`src/ptt_pkg.sv`:
```
// shared types and constants for the periodic timer table
// no dependencies; used by every module of the block
package ptt_pkg;

    localparam int SLOTS_DEF = 32;
    localparam int HANDLE_W  = 16;
    localparam int OWNER_W   = 16;
    localparam int PERIOD_W  = 31;
    localparam int WBYTES_W  = 8;
    localparam int SLOTID_W  = 5;
    localparam int MAX_FIRES = 32;
    localparam int NFIRE_W   = $clog2(MAX_FIRES + 1);

    localparam logic [WBYTES_W-1:0] GOOD_WRITE = WBYTES_W'(4);
    localparam logic [NFIRE_W-1:0]  FIRE_CAP   = NFIRE_W'(MAX_FIRES);

    typedef enum logic [1:0] {
        KIND_OPEN  = 2'd0,
        KIND_CLOSE = 2'd1,
        KIND_SET   = 2'd2,
        KIND_TICK  = 2'd3
    } t_kind;

    typedef enum logic [1:0] {
        STAT_OK        = 2'd0,
        STAT_FULL      = 2'd1,
        STAT_NOT_FOUND = 2'd2,
        STAT_BAD_SIZE  = 2'd3
    } t_status;

    typedef enum logic {
        RES_ACK  = 1'b0,
        RES_FIRE = 1'b1
    } t_res_kind;

    typedef enum logic [1:0] {
        ST_IDLE,
        ST_SWEEP,
        ST_FINISH
    } t_state;

    typedef struct packed {
        logic [HANDLE_W-1:0] handle;
        logic [OWNER_W-1:0]  owner;
        logic [PERIOD_W-1:0] period;
        logic [PERIOD_W-1:0] count;
    } t_slot;

endpackage

```
`src/ptt_cell.sv`:
```
// one timer slot of the rotating slot ring
// depends on ptt_pkg for the slot record type
module ptt_cell (
    input  logic           i_clk,
    input  logic           i_rst_n,
    input  logic           i_shift,
    input  ptt_pkg::t_slot i_slot,
    output ptt_pkg::t_slot o_slot
);

    ptt_pkg::t_slot r_slot;

    // take the neighbor's slot on every sweep cycle
    always_ff @(posedge i_clk) begin
        if (!i_rst_n) begin
            r_slot <= '0;
        end else if (i_shift) begin
            r_slot <= i_slot;
        end
    end

    assign o_slot = r_slot;

endmodule

```
`config.mk`:
```
export PLATFORM = sky130hd
export DESIGN_NAME = ptt_cell
export DESIGN_NICKNAME = d
export VERILOG_FILES = /design/src/ptt_pkg.sv /design/src/ptt_cell.sv
export SDC_FILE = /design/constraint.sdc
export NUM_CORES = 1
export LEC_CHECK = 0
export BUFFER_PORTS_ARGS = -buffer_cell sky130_fd_sc_hd__buf_2
export CAP_MARGIN = 15
export CORE_MARGIN = 2
export CORE_UTILIZATION = 48
export DETAILED_ROUTE_END_ITERATION = 10
export PLACE_DENSITY = 0.82
export SLEW_MARGIN = 20
export SYNTH_ARGS = -nofsm -noshare
export SYNTH_HDL_FRONTEND = slang
export SYNTH_SLANG_ARGS = --single-unit
```
`constraint.sdc`:
```
create_clock -name i_clk -period 3.2 [get_ports i_clk]
set_input_delay 0.96 -clock i_clk [delete_from_list [all_inputs] [get_ports i_clk]]
set_output_delay 0.96 -clock i_clk [all_outputs]
set_load 0.02 [all_outputs]
```
==> metrics.md <==
| Metric | Value |
|---|---|
| Layout cell share with drive strength beyond 1 | 0.424 |
| Residual DRC | 0 |
| Die H | 90.8 µm |
| Reg2reg start | o_slot[20] |
| Antenna Nets Post-Route | 0 |
| Area Growth Syn to Fin | 31.7% |
| Post-Route WL | approximately 7700 µm |
| Starting density of the core | 0.496 |
| Hpwl dp | 5610 µm |
| Outcome | complete, no violations |
| Leading post-synthesis cells by cell area | dfxtp_1 (52%), mux2i_1 (26%), nor2b_1 (16%), buf_12 (3.9%), clkbuf_1 (0.93%) |
| Post-CTS setup buffers | 0 |
| Die width | a little over 90 µm |
| # IOs | 191 |
| Endpoints failing hold | 0 |
| Finished Core Util | 0.654 |
| CTS Hold Bufs | 0 |
| R2R depth | 2 |
| Seq pwr share | 0.508 |
| Hold Path Class | reg -> reg |
| Net count of the mapped netlist | 400 |
| Net Switching | 0.626 mW |
| Switching share of total power | 0.250 |
| Routed vias/inst | around 4.6 |
| Via count | 2700 |
| Yosys top cell area share | 0.520 |
| Worst setup margin | roughly 1300 ps |
| Clk_skew | 0 ps |
| Root Driver | clkbuf_8 |
| #FFs+latches synth | between 90 and 100 |
| Post-synthesis sequential area ratio | 0.520 |
| ANT cells | 0 |
| Relative slew margins | 0.600 |
| CP Capture Type | flip-flop |
| Post-layout minimum cycle time | 1890 ps |
| CTS tree | done |
| Final Cycle Share | 0.589 |
| Distinct cells, synth | 7 |
| Cells after Synth | roughly 300 |
| Std-Cell Rows | 31 |
| Setup crit start kind | input port |
| Syn Std Cell Area | 3620 µm² |
| Internal power | 1.88 mW |
| DIE AREA | 8250 µm² |
| Fmax | 530 MHz |
| Remaining Overflow, GRT | 0 |
| Pwr per Cell Area | 526 nW/µm² |
| Clock Latency Late Sink | 340 ps |
| Inst Count DP | 576 |
| Lkg Pwr | 2.49 nW |
| Max reg flops | 94 |
| Final Wtd Congestion | between 0.7 and 0.8 |
| Required time of the critical path | 3440 ps |
| Setup TNS | 0 ps |
| Initial antenna violation count | 0 |
| Maximum clock insertion buffer count | 2 |
| Worst setup path endpoint | o_slot[21] |
| Final std cells w/o fill | 592 |
| Clock transition at path regs | 90 ps |
| Clk pwr share | 0.335 |
| Crit path DAT | about 2100 ps |
| Total chip power | between 2 and 3 mW |
| Clk sinks | between 90 and 100 |
| First-pass GRT wire length | ~12000 µm |
| RSZ-0062 raised after global routing | no |
| Pre-CTS setup slack | 938 ps |
| Maximum capacitance violations | 0 |
| Final net count | a little under 600 |
| Max VDD drop | about 0.00026 V |
| Vias in the first global route | 2725 |
| Total track usage | 0.183 |
| Setup violators final | 0 |
| Drt initial violations | 43 |
| Core ar. | 7290 µm² |
| Post-cts resize count | 0 |
| Largest net degree at the start of global routing | 95 |
| Worst Setup SP | i_shift |
| CTS buffer count | 9 |
| Drt first pass iters | 6 |
| Pins Over Slew Limit | 0 |
| R2R Path End | o_slot[20] |
| Worst slew pin tran | 600 ps |
| Syn_area_per_cell | 11.9 µm² |
| Gate power share | 0.157 |
| Syn. warnings | 0 |
| R2R Setup Slk | roughly 2600 ps |
| Post-DR wirelength/cell | ~13 µm |
| I/O Buffers | 190 |
| Synth area leader | dfxtp_1 |
| Setup CP Type | in -> reg |
| H-tree Lvls | 3 |
| Largest fanout on the critical path | 36 |
## cells in the final DEF, fill, tap and decap left out
| cell type | count |
|---|---|
| nor2b_1 | 94 |
| bufinv_16 | 2 |
| clkbuf_1 | 2 |
| buf_4 | 4 |
| buf_12 | 2 |
| buf_2 | 189 |
| clkbuf_8 | 10 |
| clkinv_2 | 2 |
| mux2i_1 | 94 |
| dfxtp_1 | 94 |
## layout make-up
| type | count | area, µm² |
|---|---|---|
| clock inverter | 4 | 70.1 |
| sequential | 94 | 1880 |
| multi-input combinational | 188 | 1530 |
| tap | 99 | 124 |
| fill | 607 | 2530 |
| clock buffer | 12 | 145 |
| timing repair buffer | 195 | 1020 |
## logic make-up after synthesis
| family | Yosys count | synth area share |
|---|---|---|
| buffers and inverters | 21 | 0.0577 |
| flip-flops | 94 | 0.520 |
| multiplexers | 94 | 0.260 |
| AND/OR/NAND/NOR | 94 | 0.162 |
## worst min path at each step
| stage | to | slack (ps) | start | cells after the start |
|---|---|---|---|---|
| 2_1_floorplan | o_slot[30] | 590 | o_slot[30] | 2 |
| 3_3_place_gp | o_slot[61] | 490 | o_slot[61] | 2 |
| 3_5_place_dp | o_slot[4] | 500 | o_slot[4] | 2 |
| 4_1_cts | o_slot[4] | 520 | o_slot[4] | 2 |
| 5_1_grt | o_slot[30] | 540 | o_slot[30] | 2 |
| 6_report | o_slot[14] | 520 | o_slot[14] | 2 |
## power groups by stage
stage | sequential [mW] | clock (mW) | combinational, mW
3_5_place_dp | 1.30 | 0 | 0.396
4_1_cts | 1.27 | 0.860 | 0.396
6_report | 1.27 | 0.840 | 0.392
2_1_floorplan | 1.39 | 0 | 0.171
5_1_grt | 1.28 | 0.909 | 0.422
3_3_place_gp | 1.30 | 0 | 0.386
## synth_stat cells
cell	n
buf_2	1
nor2b_1	94
clkbuf_1	9
mux2i_1	94
dfxtp_1	94
buf_12	7
buf_4	4
## through the flow
stage | hold WS (ps) | cell area [µm²]
2_1_floorplan | 589 | 3620
3_3_place_gp | 491 | 4550
3_5_place_dp | 498 | 4550
4_1_cts | 519 | 4770
5_1_grt | 540 | 4770
6_report | 515 | 4770
## per-layer routing
layer,up-vias,part of all wire,track usage
li1,1368,-,-
met1,1206,0.43,0.216
met2,120,0.47,0.313
met3,6,0.088,0.0568
met4,0,0.0081,0.0644
met5,-,0,0
## worst max-delay path, stage by stage
cell     delay, ps
buf_4          470
buf_4          370
mux2i_1        230
nor2b_1         60
No activity file was read; power rests on OpenSTA's default activity.
